==> src/hw/rtl/prefixed_integer_text_parser_macros.svh <==
// Assertion macros for the prefixed integer text parser.
// Each macro expects a clock named clk and an active-low reset named arst_n in scope.
`ifndef PREFIXED_INTEGER_TEXT_PARSER_MACROS_SVH
`define PREFIXED_INTEGER_TEXT_PARSER_MACROS_SVH

// The consequent must hold in the same cycle as the antecedent.
`define PITP_ASSERT_NOW(lbl, ante, cons, msg) \
	lbl: assert property (@(posedge clk) disable iff (!arst_n) (ante) |-> (cons)) \
		else $error(msg);

// The consequent must hold in the cycle after the antecedent.
`define PITP_ASSERT_NEXT(lbl, ante, cons, msg) \
	lbl: assert property (@(posedge clk) disable iff (!arst_n) (ante) |=> (cons)) \
		else $error(msg);

`endif

==> src/hw/rtl/pitp_pkg.sv <==
// Package for the prefixed integer text parser: types, character codes and the digit classifier.
// It has no dependencies; the top level imports it.
package pitp_pkg;

	localparam int VALUE_WIDTH_DEFAULT = 32;

	localparam logic [7:0] CH_SPACE = 8'd32;
	localparam logic [7:0] CH_CR    = 8'd13;
	localparam logic [7:0] CH_LF    = 8'd10;
	localparam logic [7:0] CH_MINUS = 8'h2D;
	localparam logic [7:0] CH_ZERO  = 8'h30;
	localparam logic [7:0] CH_UPPER = 8'h41;
	localparam logic [7:0] CH_LOWER = 8'h61;
	localparam logic [7:0] CH_LAST  = 8'h66;
	localparam logic [7:0] CH_B     = 8'h62;
	localparam logic [7:0] CH_O     = 8'h6F;
	localparam logic [7:0] CH_X     = 8'h78;

	typedef enum logic [1:0] {
		RADIX_DEC = 2'd0,
		RADIX_BIN = 2'd1,
		RADIX_OCT = 2'd2,
		RADIX_HEX = 2'd3
	} radix_t;

	typedef enum logic [3:0] {
		ST_EMPTY  = 4'b0001,
		ST_SIGN   = 4'b0010,
		ST_HELD   = 4'b0100,
		ST_DIGITS = 4'b1000
	} state_t;

	typedef struct packed {
		logic       space;
		logic       bad;
		logic [3:0] value;
	} digit_t;

	function automatic digit_t classify(input logic [7:0] c, input radix_t radix);
		logic [5:0] d;
		logic [5:0] lim;
		digit_t     res;
		res.space = (c == CH_SPACE) || (c == CH_CR) || (c == CH_LF);
		if (c < CH_UPPER) begin
			d = 6'(c - CH_ZERO);
		end else if (c < CH_LOWER) begin
			d = 6'(c - 8'h37);
		end else begin
			d = 6'(c - 8'h57);
		end
		case (radix)
			RADIX_BIN: lim = 6'd2;
			RADIX_OCT: lim = 6'd8;
			RADIX_HEX: lim = 6'd16;
			default:   lim = 6'd10;
		endcase
		res.bad   = !res.space && ((c < CH_ZERO) || (c > CH_LAST) || (d >= lim));
		res.value = d[3:0];
		return res;
	endfunction

endpackage

==> src/hw/rtl/prefixed_integer_text_parser.sv <==
// Parses a signed integer with optional radix prefix from a stream of character words.
// An accepted end-of-text word sets the out_valid register; one word per cycle unless stalled.
// The input stage stalls only when it holds an end-of-text word and the result register is full
// and stalled. Reset (arst_n low) clears all parser state and both valid flags asynchronously.
// Depends on pitp_pkg and prefixed_integer_text_parser_macros.svh.
`include "prefixed_integer_text_parser_macros.svh"

module prefixed_integer_text_parser
	import pitp_pkg::*;
#(
	parameter int VALUE_WIDTH = VALUE_WIDTH_DEFAULT
) (
	input  logic                          clk,
	input  logic                          arst_n,
	input  logic                          in_valid,
	output logic                          in_stall,
	input  logic [7:0]                    character,
	input  logic                          end_of_text,
	output logic                          out_valid,
	input  logic                          out_stall,
	output logic signed [VALUE_WIDTH-1:0] parsed_value,
	output logic                          ok
);

	logic                   valid_s1;
	logic [7:0]             char_s1;
	logic                   eot_s1;
	logic                   adv;

	state_t                 state_q, state_n;
	logic                   neg_q, neg_n;
	logic [7:0]             held_q, held_n;
	radix_t                 radix_q, radix_n;
	logic [VALUE_WIDTH-1:0] acc_q, acc_n;
	logic                   failed_q, failed_n;

	logic                   out_valid_q;
	logic [VALUE_WIDTH-1:0] value_q;
	logic                   ok_q;
	logic [VALUE_WIDTH-1:0] value_n;
	logic                   ok_n;

	digit_t                 held_dig;
	digit_t                 cur_dig;
	digit_t                 stream_dig;
	logic [7:0]             held_ten;
	logic [VALUE_WIDTH-1:0] fin_acc;
	logic                   fin_fail;
	logic [VALUE_WIDTH-1:0] scaled;
	logic [VALUE_WIDTH-1:0] stream_val;

	assign adv      = valid_s1 && !(eot_s1 && out_valid_q && out_stall);
	assign in_stall = valid_s1 && !adv;

	always_ff @(posedge clk or negedge arst_n) begin
		if (!arst_n) begin
			valid_s1 <= 1'b0;
		end else if (!valid_s1 || adv) begin
			valid_s1 <= in_valid;
		end
	end

	always_ff @(posedge clk) begin
		if (in_valid && !in_stall) begin
			char_s1 <= character;
			eot_s1  <= end_of_text;
		end
	end

	assign held_dig   = classify(held_q, RADIX_DEC);
	assign cur_dig    = classify(char_s1, RADIX_DEC);
	assign stream_dig = classify(char_s1, radix_q);
	assign held_ten   = held_dig.space ? 8'd0
		: ({1'b0, held_dig.value, 3'b000} + {3'b000, held_dig.value, 1'b0});
	assign stream_val = {{(VALUE_WIDTH-4){1'b0}}, stream_dig.value};

	always_comb begin
		unique case (radix_q)
			RADIX_BIN: scaled = acc_q << 1;
			RADIX_OCT: scaled = acc_q << 3;
			RADIX_HEX: scaled = acc_q << 4;
			default:   scaled = (acc_q << 3) + (acc_q << 1);
		endcase
	end

	always_comb begin
		if (state_q == ST_HELD) begin
			fin_acc  = held_dig.space ? '0 : {{(VALUE_WIDTH-4){1'b0}}, held_dig.value};
			fin_fail = held_dig.bad;
		end else begin
			fin_acc  = acc_q;
			fin_fail = failed_q;
		end
		ok_n    = (state_q != ST_EMPTY) && !fin_fail;
		value_n = ok_n ? (neg_q ? ('0 - fin_acc) : fin_acc) : '0;
	end

	always_comb begin
		state_n  = state_q;
		neg_n    = neg_q;
		held_n   = held_q;
		radix_n  = radix_q;
		acc_n    = acc_q;
		failed_n = failed_q;
		if (eot_s1) begin
			state_n  = ST_EMPTY;
			neg_n    = 1'b0;
			held_n   = '0;
			radix_n  = RADIX_DEC;
			acc_n    = '0;
			failed_n = 1'b0;
		end else begin
			unique case (state_q)
				ST_EMPTY: begin
					if (char_s1 == CH_MINUS) begin
						neg_n   = 1'b1;
						state_n = ST_SIGN;
					end else begin
						held_n  = char_s1;
						state_n = ST_HELD;
					end
				end
				ST_SIGN: begin
					held_n  = char_s1;
					state_n = ST_HELD;
				end
				ST_HELD: begin
					state_n = ST_DIGITS;
					if (char_s1 == CH_B || char_s1 == CH_O || char_s1 == CH_X) begin
						radix_n  = (char_s1 == CH_B) ? RADIX_BIN
							: (char_s1 == CH_O) ? RADIX_OCT : RADIX_HEX;
						failed_n = (held_q != CH_ZERO);
					end else if (held_dig.bad || cur_dig.bad) begin
						failed_n = 1'b1;
					end else if (cur_dig.space) begin
						acc_n = held_dig.space ? '0 : {{(VALUE_WIDTH-4){1'b0}}, held_dig.value};
					end else if (held_dig.space) begin
						acc_n = {{(VALUE_WIDTH-4){1'b0}}, cur_dig.value};
					end else begin
						acc_n = VALUE_WIDTH'(held_ten) + {{(VALUE_WIDTH-4){1'b0}}, cur_dig.value};
					end
				end
				ST_DIGITS: begin
					if (!failed_q && !stream_dig.space) begin
						if (stream_dig.bad) begin
							failed_n = 1'b1;
						end else begin
							acc_n = scaled + stream_val;
						end
					end
				end
				default: begin
					state_n = ST_EMPTY;
				end
			endcase
		end
	end

	always_ff @(posedge clk or negedge arst_n) begin
		if (!arst_n) begin
			state_q  <= ST_EMPTY;
			neg_q    <= 1'b0;
			held_q   <= '0;
			radix_q  <= RADIX_DEC;
			acc_q    <= '0;
			failed_q <= 1'b0;
		end else if (adv) begin
			state_q  <= state_n;
			neg_q    <= neg_n;
			held_q   <= held_n;
			radix_q  <= radix_n;
			acc_q    <= acc_n;
			failed_q <= failed_n;
		end
	end

	always_ff @(posedge clk or negedge arst_n) begin
		if (!arst_n) begin
			out_valid_q <= 1'b0;
		end else if (adv && eot_s1) begin
			out_valid_q <= 1'b1;
		end else if (!out_stall) begin
			out_valid_q <= 1'b0;
		end
	end

	always_ff @(posedge clk) begin
		if (adv && eot_s1) begin
			value_q <= value_n;
			ok_q    <= ok_n;
		end
	end

	assign out_valid    = out_valid_q;
	assign parsed_value = value_q;
	assign ok           = ok_q;

	`PITP_ASSERT_NOW(a_fail_is_zero, out_valid && !ok, parsed_value == '0,
		"A failed parse must report a zero value.")
	`PITP_ASSERT_NOW(a_stall_cause, in_stall, valid_s1 && eot_s1 && out_valid_q && out_stall,
		"The input stalled without a blocked end-of-text word.")
	`PITP_ASSERT_NEXT(a_end_clears, adv && eot_s1, state_q == ST_EMPTY && !failed_q && acc_q == '0,
		"Parser state did not return to empty after an end-of-text word.")

endmodule

==> config.mk <==
export PLATFORM = sky130hd
export DESIGN_NAME = prefixed_integer_text_parser
export DESIGN_NICKNAME = d
export VERILOG_FILES = /design/src/hw/rtl/pitp_pkg.sv /design/src/hw/rtl/prefixed_integer_text_parser.sv
export VERILOG_INCLUDE_DIRS = /design/src /design/src/hw/rtl
export SDC_FILE = /design/constraint.sdc
export NUM_CORES = 1
export LEC_CHECK = 0
export BUFFER_PORTS_ARGS = -buffer_cell sky130_fd_sc_hd__buf_2
export CORE_UTILIZATION = 48
export DETAILED_ROUTE_END_ITERATION = 8
export PLACE_DENSITY = 0.67
export SLEW_MARGIN = 30
export SYNTH_ARGS = -nofsm -noshare
export SYNTH_HDL_FRONTEND = slang
export SYNTH_SLANG_ARGS = --single-unit
==> constraint.sdc <==
create_clock -name clk -period 12.01 [get_ports clk]
set_input_delay 1.8015 -clock clk [delete_from_list [all_inputs] [get_ports clk]]
set_output_delay 1.8015 -clock clk [all_outputs]
set_load 0.05 [all_outputs]
* After elaboration in Yosys (flattened, before gate mapping)
Cells that the tools add are included. W data, S select, Z words.
Storage, ports and cells: bits in latches 0, flip-flop bits (word level) 92, logic and storage cells 147, memories kept 0, memory bits (read-only) 0, bits in writable memories 0
Operators by class: $mul 0, div/mod/pow operators 0, add/subtract/negate cells 11, bitwise logic cells 0, reduce and logical (&&, ||, !) cells 44, equal/unequal tests 28, multiplexer cells 41, shift-type cells 0, $lt $le $gt $ge 11
Operators by type and width (number):
- $mux W32 | 7
- $pmux W32 S3 | 1
- $pmux W32 S2 | 1
- $add A32 B32 Y32 | 1
- $add A32 B4 Y32 | 1
- $eq A8 B4 Y1 const B | 4
- $lt A8 B7 Y1 const B | 4
- $sub A1 B32 Y32 const A | 1
- $eq A8 B6 Y1 const B | 3
- $eq A8 B7 Y1 const B | 3
- $mux W6 | 4
- $mux W8 | 3
- $sub A6 B6 Y6 const B | 4
- $mux W9 | 2
- $ne A3 B3 Y1 const B | 6
- $gt A8 B7 Y1 const B | 2
- $lt A8 B6 Y1 const B | 2
- $pmux W4 S4 | 1
- $pmux W8 S2 | 1
- $pmux W5 S3 | 1
- $logic_or A1 B1 Y1 | 13
- $ge A6 B4 Y1 const B | 2
- $mux W1 | 12
- $sub A6 B5 Y6 const B | 2
- other kinds (26) | 54

* Longest topological paths before layout
Gate-level depths: netlist of the first run.
depth after elaboration 12, depth in mapped cells 19, depth with buffers taken out 18

* Worst setup path after synthesis of the first run
No wires, ideal clock.
path kind flip-flop to flip-flop, start register char_s1[4], end register acc_q[25], period minus slack after synthesis 4.293 ns, setup slack 7.717 ns, required time 11.876 ns, setup time 0.134 ns, arrival time 4.160 ns, stages on the path, launching flop included 19, buffers on the path 1, cells stage by stage edfxtp_1 > inv_1 > ha_1 > nand4bb_1 > a31oi_1 > nor2_1 > xor2_1 > fa_1 > a21oi_1 > nor3b_2 > o2111ai_1 > nand4b_1 > nor4_2 > nand4bb_1 > or3_1 > buf_2 > nor3b_2 > xor2_1 > o21ai_0
Between the ends: longest elaborated chain between the ends 9, elaborated cells between the ends (all ways) 39, classes of those cells add/sub: 4; order compare: 6; eq/ne: 10; mux: 6; reduce/logical: 13
RTL lines:
- start, declared | line prefixed_integer_text_parser.sv:26 | logic [7:0] char_s1;
- start signal, assigned | line prefixed_integer_text_parser.sv:65 | char_s1 <= character;
- branches (longest 9 deep; another with $add A32 B4 Y32)
- end signal, assigned | line prefixed_integer_text_parser.sv:172 | acc_q <= acc_n;
- end, declared | line prefixed_integer_text_parser.sv:34 | logic [VALUE_WIDTH-1:0] acc_q, acc_n;
Parallel ways; which one is timed is not known. The select of a mux whose other input is x is not followed. A chain may end at the register's enable or synchronous reset.

* Worst setup path in the final report of the first run
Same ends and word-level chain as after synthesis.

==> metrics.cfg, run 1 <==
[outcome]
status=complete, no violations

[global_routing]
grt_max_degree=60
grt_usage_pct=25.3
grt_pass1_wl_um=40500
grt_pass1_vias=7813
antenna_found_initial=0
overflow=0

[final_layout]
diodes=0
regArea_mm2=0.00251
area_growth_pct=6.55
multi_input_area_mm2=0.00627
drive_gt1_share_pct=10.8
n_fill_cell=1810
fin_nets=1220

[worst_setup_path]
worstPathMaxFanout=8
path_buf_inv=1
critical_path_class=flip-flop to flip-flop
crit_chain=inv_1 -> ha_1 -> nand4bb_1 -> a31oi_1 -> nor2_1 -> xor2_1 -> fa_1 -> a21oi_1 -> nor3b_2 -> o2111ai_1 -> nand4b_1 -> nor4_2 -> nand4bb_1 -> or3_1 -> nor3b_2 -> xor2_1 -> o21ai_0
crit_family=simple AND/OR/NAND/NOR gates
worst_setup_path_end_kind=flip-flop
crit_slowest_cell=a31oi_1
required_ps=12220
critPathMaxStageDelay_ps=610
worstPathArrival_ps=5240
start_kind=flip-flop

[yosys]
syn_nets=1222
synth_warnings=0
yosys-top-cells-area=edfxtp_1, dfrtp_1, ha_1
ys_types=93
synth-main-ff-cell=dfrtp_1
syn_inst=1149
yosysMostFrequentCell=nand2_1
yosysTopAreaCellShare_pct=13.7
seq_area_frac_synth_pct=27.3
synthTopCellsByCount=nand2_1, nor2_1, a21oi_1, o21ai_0, ha_1
syn_avg_cell_area_um2=8.01
yosysTopAreaCell=edfxtp_1
synth_edf_count=42
synth-seq-cells=92
synth_area_mm2=0.00920
synthArstFlopShare_pct=54.3

[timing]
rsz0062_at_grt=no
worst_pin_slew_ps=779
setup-tns-final_ps=0
max_freq_mhz=199
fin_ws_ps=6980
drv_slew=0
hold_violations=0
setup_violations=0
min_period_ps=5030
period_share_pct=41.9
skew_ps=9.32
relSlewSlack_pct=47.9

[hold_path]
worstHoldPathType=flip-flop to flip-flop

[pwr]
seqPwrFrac_pct=29.2
p_leak_nw=4.00
pwr-share-clk_pct=19.0
p_total_mw=1.42
power_switching_mw=0.635
share_comb_of_total_power_pct=51.8
p_int_mw=0.788
vdd_drop_max_uv=68.6
p_sw_share_pct=44.6
powerDensity_mw_per_mm2=145

[floorplan]
start_util_pct=49.0
ioPinCount=48
dieArea_mm2=0.0197
core_mm2=0.0188
die_width_um=140
die_h_um=140
num_rows=50

[routing]
wl_per_cell_um=17.3
antenna_left=0
drc=0
avgViaCountPerCell=6.12
dr.pass1.iters=4
drt_iter0_markers=623
dr_total_vias=8477
drt-total-wl_um=23900

[clocking]
post_cts_buffers=0
cts-root-buf=clkbuf_16
post_cts_resized=0
numCtsBuffers=9
cts_hold_buffers=0
cts.clk_slew.worst_paths_ps=70
htree_levels=3
clock_path_buffers=2
cts_tree=yes
clk_latency_ps=350
cts.sinks=92

[place]
globalplace.congestion=0.931
dp.final_hpwl_um=17800
pre_cts_ws_ps=7000
io_buffers=47

[job]
maxCapViolCount=0

[worst reg2reg max path: cells and delay by family, from the launching register on]
family / cells / cell delay [ps]
adders and majority gates: 2 / 540
AOI/OAI and AO/OA: 4 / 920
DFF: 1 / 500
buffers and inverters: 1 / 260
xor gates and xnor gates: 2 / 690
and+or+nand+nor: 8 / 2000
[layout make-up]
class                           count  area share [%]
Multi-Input combinational cell    952            63.9
Sequential cell                    92            25.7
Timing Repair Buffer               60            3.39
Tap cell                          234            2.99
Clock buffer                       11            2.48
Inverter                           32            1.23
Clock inverter                      5           0.345
[through the flow]
step | utilization (%) | std cells | hold WS, ps | cell area (µm²)
floorplan | - | 1149 | 500 | 9200
global placement | 50.7 | 1370 | 513 | 9520
detailed placement | 50.8 | 1370 | 527 | 9530
CTS | 52.2 | 1386 | 543 | 9800
global route | 52.2 | 1386 | 585 | 9800
finish | 52.2 | 1386 | 536 | 9800
[sequential cells by signal, summed over array words and instances, names as in the netlist, 2 cells and up]
register / count
state_q: 4
char_s1: 8
acc_q: 32
radix_q: 2
held_q: 8
parsed_value: 32
[kinds of logic (layout without fill, tap and decap cells)]
logic type      count (synthesis)  in the layout  share of synthesized area, %
simple gates                  436            436                          23.7
compound gates                353            353                          24.9
buf+inv                       105            108                          4.70
flops                          92             92                          27.3
xor+xnor                       66             66                          6.36
fa+ha+maj                      60             60                          8.40
mux                            37             37                          4.61
[power by group through the flow]
stage	Sequential, mW	Combinational (mW)	Clock (mW)
detailed placement	0.421	0.727	0
global placement	0.419	0.717	0
floorplan	0.417	0.572	0
global route	0.423	0.824	0.286
CTS	0.415	0.731	0.274
finish	0.416	0.736	0.271
[final timing paths]
path                                            start  cells after the start                endpoint  slack, ps
worst max-delay path             char_s1[4]$_DFFE_PP_                     17   acc_q[25]$_DFFE_PN0P_       6980
worst min-delay path            out_valid$_DFFE_PN0P_                      1   out_valid$_DFFE_PN0P_        540
worst max register to register   char_s1[4]$_DFFE_PP_                     17   acc_q[25]$_DFFE_PN0P_       6980
worst min register to register  out_valid$_DFFE_PN0P_                      1   out_valid$_DFFE_PN0P_        540
max in group asynchronous                      arst_n                      2  radix_q[1]$_DFFE_PN0P_       9950
min in group asynchronous                      arst_n                      2   acc_q[26]$_DFFE_PN0P_       1560
[layout by cell type, fill, tap and decap left out, types with 30 or more instances in the layout]
master | synthesis | final
xnor2_1 | 42 | 42
nor2_1 | 99 | 99
inv_1 | 30 | 30
nor3_1 | 37 | 37
buf_2 | 16 | 47
mux2i_1 | 30 | 30
edfxtp_1 | 42 | 42
dfrtp_1 | 49 | 48
o21ai_0 | 87 | 87
ha_1 | 57 | 57
a21oi_1 | 89 | 89
nand2_1 | 145 | 145
[routing by layer]
metal | track usage [%] | share of wire [%]
met1 | 38.8 | 51
met2 | 37.4 | 42
met3 | 3.56 | 6.3
met4 | 5.32 | 0.86
met5 | 0 | 0
Note: power is estimated with default switching activity, not from simulation.
==> run 2: changes to the inputs <==
PLACE_DENSITY = 0.7   (was 0.67)
clock period = 4.45 ns   (was 12.01 ns; I/O delays follow)
==> run 2 against run 1 <==
Clock skew fell by 1.6 ps; die area did not move; global-route usage rose by 0.41 points; fmax rose by 20%; combinational power rose to 2.9 times the previous value; critical endpoint is now parsed_value[30]$_SDFFCE_PN0P_; clock power rose to 3.0 times the previous value; core utilization rose by 1.7 points; critical path type unchanged.
==> metrics.cfg, run 2 (synthesis results as in run 1) <==
[pwr]
vdd_drop_max_uv=208
powerDensity_mw_per_mm2=398
p_leak_nw=4.17
p_total_mw=4.03

[global_routing]
grt_pass1_vias=7759
antenna_found_initial=0
overflow=0
grt_max_degree=52
grt_pass1_wl_um=40900
grt_usage_pct=25.7

[routing]
m1WireLength_um=12100
wl_per_cell_um=17.4
wl_met2_um=10100
wl_met3_um=2080
avgViaCountPerCell=6.12
drt-total-wl_um=24600
antenna_left=0
drt_iter0_markers=748
dr.pass1.iters=5
dr_total_vias=8687
drc=0
maxUsedRoutingLayer=met4

[clocking]
cts.sinks=92
cts-root-buf=clkbuf_16
clk_latency_ps=360
htree_levels=3
cts_tree=yes
clock_path_buffers=2
numCtsBuffers=9
cts.clk_slew.worst_paths_ps=70

[job]
maxCapViolCount=0

[worst_setup_path]
reg2reg_setup_slack_ps=260
critical_path_class=flip-flop to flip-flop
endpoint=parsed_value[30]$_SDFFCE_PN0P_
rr_startpoint=held_q[0]$_DFFE_PN0P_
worst_setup_path_end_kind=flip-flop
timing.rr.end=parsed_value[30]$_SDFFCE_PN0P_
worstPathMaxFanout=7
required_ps=4550
worstPathArrival_ps=4290
rr_worst_depth=15
start_kind=flip-flop
cp-startpoint=held_q[0]$_DFFE_PN0P_

[place]
io_buffers=47
globalplace.congestion=0.948
place_area_mm2=0.00976
dp_cells=1401
dp.final_hpwl_um=18600

[final_layout]
n_fill_cell=1730
layout_common_cells=nand2_1, nor2_1, a21oi_1
area_growth_pct=10.1
drive_gt1_share_pct=13.8
final_common_cell=nand2_1
fin_nets=1253
diodes=0
final_cells=1419
final_area_mm2=0.0101

[timing]
min_period_ps=4190
setup_violations=0
drv_slew=0
period_share_pct=94.2
setup-tns-final_ps=0
rsz0062_at_grt=no
skew_ps=7.69
worst_pin_slew_ps=705
hold_violations=0
max_freq_mhz=239
relSlewSlack_pct=52.8

[hold_path]
worstHoldPathType=input port to asynchronous set/reset pin

[floorplan]
core_mm2=0.0188
die_width_um=140
num_rows=50
ioPinCount=48
dieArea_mm2=0.0197
die_h_um=140
start_util_pct=49.0

[outcome]
status=complete, no violations

-- run 2: metal layers --
metal / vias up / track usage, %
met5: - / 0
met4: 0 / 6.86
met3: 33 / 3.42
met2: 330 / 36.2
met1: 4035 / 40.6
li1: 4289 / -
-- run 2: final cells by class --
| type | count | area, µm² | share of cell area [%] |
|---|---|---|---|
| tap | 234 | 293 | 2.89 |
| clock inverter | 7 | 81.3 | 0.803 |
| multi-input combinational | 952 | 6310 | 62.3 |
| clock buffer | 9 | 225 | 2.22 |
| timing repair buffer | 93 | 581 | 5.73 |
| inverter | 32 | 120 | 1.19 |
| sequential | 92 | 2520 | 24.8 |
-- run 2: power by group --
| part | internal [mW] | leakage [nW] | switching, mW |
|---|---|---|---|
| clock | 0.446 | 0.148 | 0.358 |
| sequential | 0.977 | 1.08 | 0.129 |
| combinational | 0.813 | 2.95 | 1.31 |
| total | 2.24 | 4.17 | 1.79 |
-- run 2: how the worst min path moves through the flow --
stage | startpoint | end | slack, ps | cells past startpoint
floorplan | arst_n | acc_q[0]$_DFFE_PN0P_ | 370 | 0
global placement | out_valid$_DFFE_PN0P_ | out_valid$_DFFE_PN0P_ | 510 | 1
detailed placement | out_valid$_DFFE_PN0P_ | out_valid$_DFFE_PN0P_ | 520 | 1
CTS | arst_n | acc_q[30]$_DFFE_PN0P_ | 450 | 2
global route | character[5] | char_s1[5]$_DFFE_PP_ | 480 | 1
finish | arst_n | acc_q[26]$_DFFE_PN0P_ | 430 | 2
-- run 2: worst max-delay path, stage by stage (launching register included) --
cell and delay, ps:
dfrtp_1 460, inv_1 170, ha_1 190, nand4bb_1 180, a31oi_4 340, mux2i_4 320, nor2_1 130, a21oi_1 250
ha_1 220, o311ai_1 160, a2111o_1 370, or3_1 350, or2_1 260, o31ai_1 250, mux2i_1 210, nor2_1 50
-- run 2: timing repair --
item | in CTS | in global routing
buffers inserted | 0 | 2
resized for setup | 0 | 10
endpoints found under the setup margin | 0 | 11
hold buffers | 0 | 0
-- run 2: metrics by stage --
step	hold slack (ps)	util [%]	setup WS (ps)
6_report	429	54.0	259
5_1_grt	477	54.0	25.6
4_1_cts	455	53.6	19.7
3_5_place_dp	523	52.0	68.1
3_3_place_gp	514	52.0	231
2_1_floorplan	372	-	157
==> run 3: changes to the inputs <==
==> constraint.sdc (replaced) <==
create_clock -name clk -period 4.45 [get_ports clk]
set_input_delay 0.6675 -clock clk [delete_from_list [all_inputs] [get_ports clk]]
set_output_delay 0.6675 -clock clk [all_outputs]
set_load 0.01 [all_outputs]
==> run 3 against run 2 <==
Sequential share of layout area about the same; hold slack got worse by 8.4 ps; register-to-register slack hardly changed; setup slack got worse by 13 ps; largest cell class unchanged; highest routed layer unchanged.
==> metrics.cfg, run 3 (synthesis results as in run 1) <==
[place]
dp.final_hpwl_um=18700
dp_cells=1401
io_buffers=47
globalplace.congestion=0.948

[clocking]
numCtsBuffers=9
cts.sinks=92
clock_path_buffers=2
cts_tree=yes
cts.clk_slew.worst_paths_ps=70
htree_levels=3
clk_latency_ps=360
post_cts_buffers=0
cts-root-buf=clkbuf_16
cts_hold_buffers=0

[floorplan]
start_util_pct=49.0
die_width_um=140
dieArea_mm2=0.0197
die_h_um=140
core_mm2=0.0188
num_rows=50
ioPinCount=48

[timing]
setup-tns-final_ps=0
relSlewSlack_pct=54.0
drv_slew=0
min_period_ps=4200
holdWs_ps=421
worst_pin_slew_ps=691
period_share_pct=94.5
max_freq_mhz=238
hold_violations=0
skew_ps=8.64
setup_violations=0

[routing]
wl_per_cell_um=17.5
avgViaCountPerCell=6.18
dr_total_vias=8750
dr.pass1.iters=5
drc=0
antenna_left=0
drt-total-wl_um=24800
drt_iter0_markers=730

[pwr]
p_leak_nw=4.16
powerDensity_mw_per_mm2=394
vdd_drop_max_uv=216
p_total_mw=3.98

[final_layout]
regArea_mm2=0.00252
layout_common_cells=nand2_1, nor2_1, a21oi_1
final_cells=1417
diodes=0
drive_gt1_share_pct=13.8
area_growth_pct=9.87
fin_nets=1251
final_common_cell=nand2_1
multi_input_area_mm2=0.00631
n_fill_cell=1761
final_util_pct=53.9

[worst_setup_path]
rr_worst_depth=18
path_buf_inv=2
worstPathArrival_ps=4420
critical_path_class=flip-flop to flip-flop
rr_startpoint=char_s1[0]$_DFFE_PP_
crit_family=simple AND/OR/NAND/NOR gates
crit_slowest_cell=or3_4
cp-startpoint=char_s1[0]$_DFFE_PP_
start_kind=flip-flop
required_ps=4660
crit_cells=18
crit_chain=inv_1 -> ha_1 -> nand4bb_1 -> a31oi_4 -> mux2i_1 -> inv_1 -> ha_1 -> fa_1 -> a21oi_1 -> nor3b_2 -> o2111ai_1 -> nand4b_1 -> nor4_2 -> nand4bb_1 -> or3_4 -> nor3b_2 -> xor2_1 -> o21ai_0
worst_setup_path_end_kind=flip-flop
critPathMaxStageDelay_ps=450
worstPathMaxFanout=5

[global_routing]
overflow=0
grt_pass1_vias=7856
grt_usage_pct=25.9
grt_pass1_wl_um=41000
grt_max_degree=52
antenna_found_initial=0

[outcome]
status=complete, no violations

[job]
maxCapViolCount=0

[hold_path]
worstHoldPathType=input port to asynchronous set/reset pin

-- run 3: worst paths after layout --
| path | end | slack (ps) |
|---|---|---|
| worst min-delay path | acc_q[27]$_DFFE_PN0P_ | 420 |
| worst max register to register | acc_q[25]$_DFFE_PN0P_ | 250 |
| min in group clk | char_s1[2]$_DFFE_PP_ | 480 |
| max in group asynchronous | acc_q[2]$_DFFE_PN0P_ | 3520 |
| worst max-delay path | acc_q[25]$_DFFE_PN0P_ | 250 |
| worst min register to register | held_q[5]$_DFFE_PN0P_ | 560 |
-- run 3: where the power goes --
part | leakage (nW) | switching (mW) | internal, mW | total (mW)
combinational | 2.94 | 1.25 | 0.810 | 2.06
sequential | 1.08 | 0.133 | 0.976 | 1.11
clock | 0.148 | 0.361 | 0.448 | 0.809
total | 4.16 | 1.75 | 2.23 | 3.98
-- run 3: cell type report --
class / instances / share of cell area, %
repair buffers: 91 / 5.59
clock inverters: 6 / 0.767
clock buffers: 10 / 2.26
multi-input cells: 952 / 62.4
inverters: 32 / 1.19
flip-flops and latches: 92 / 24.9
well taps: 234 / 2.90
-- run 3: per-layer routing --
layer | global-route usage, % | vias to the layer above | part of all wire, %
met2 | 37.0 | 289 | 41
li1 | - | 4299 | -
met4 | 6.75 | 0 | 1.3
met1 | 40.9 | 4143 | 51
met3 | 2.53 | 19 | 6.7
met5 | 0 | - | 0
-- run 3: worst register-to-register path, cell delays in order (launching register included) --
cell and delay, ps:
edfxtp_1 400, inv_1 130, ha_1 240, nand4bb_1 220
a31oi_4 290, mux2i_1 160, inv_1 100, ha_1 190
fa_1 220, a21oi_1 100, nor3b_2 220, o2111ai_1 130
nand4b_1 300, nor4_2 230, nand4bb_1 240, or3_4 450
nor3b_2 190, xor2_1 150, o21ai_0 90
-- run 3: through the flow --
step                      cell area (µm²)  setup slack [ps]
after floorplan                      9200               157
final                               10100               246
after CTS                           10100              14.2
after detailed placement             9760              48.0
after global routing                10100             -15.0
after global placement               9760               215
-- run 3: timing repair --
item,CTS,global route
setup endpoints to repair,0,14
endpoints found under the hold margin,0,0
gates resized for setup,0,11
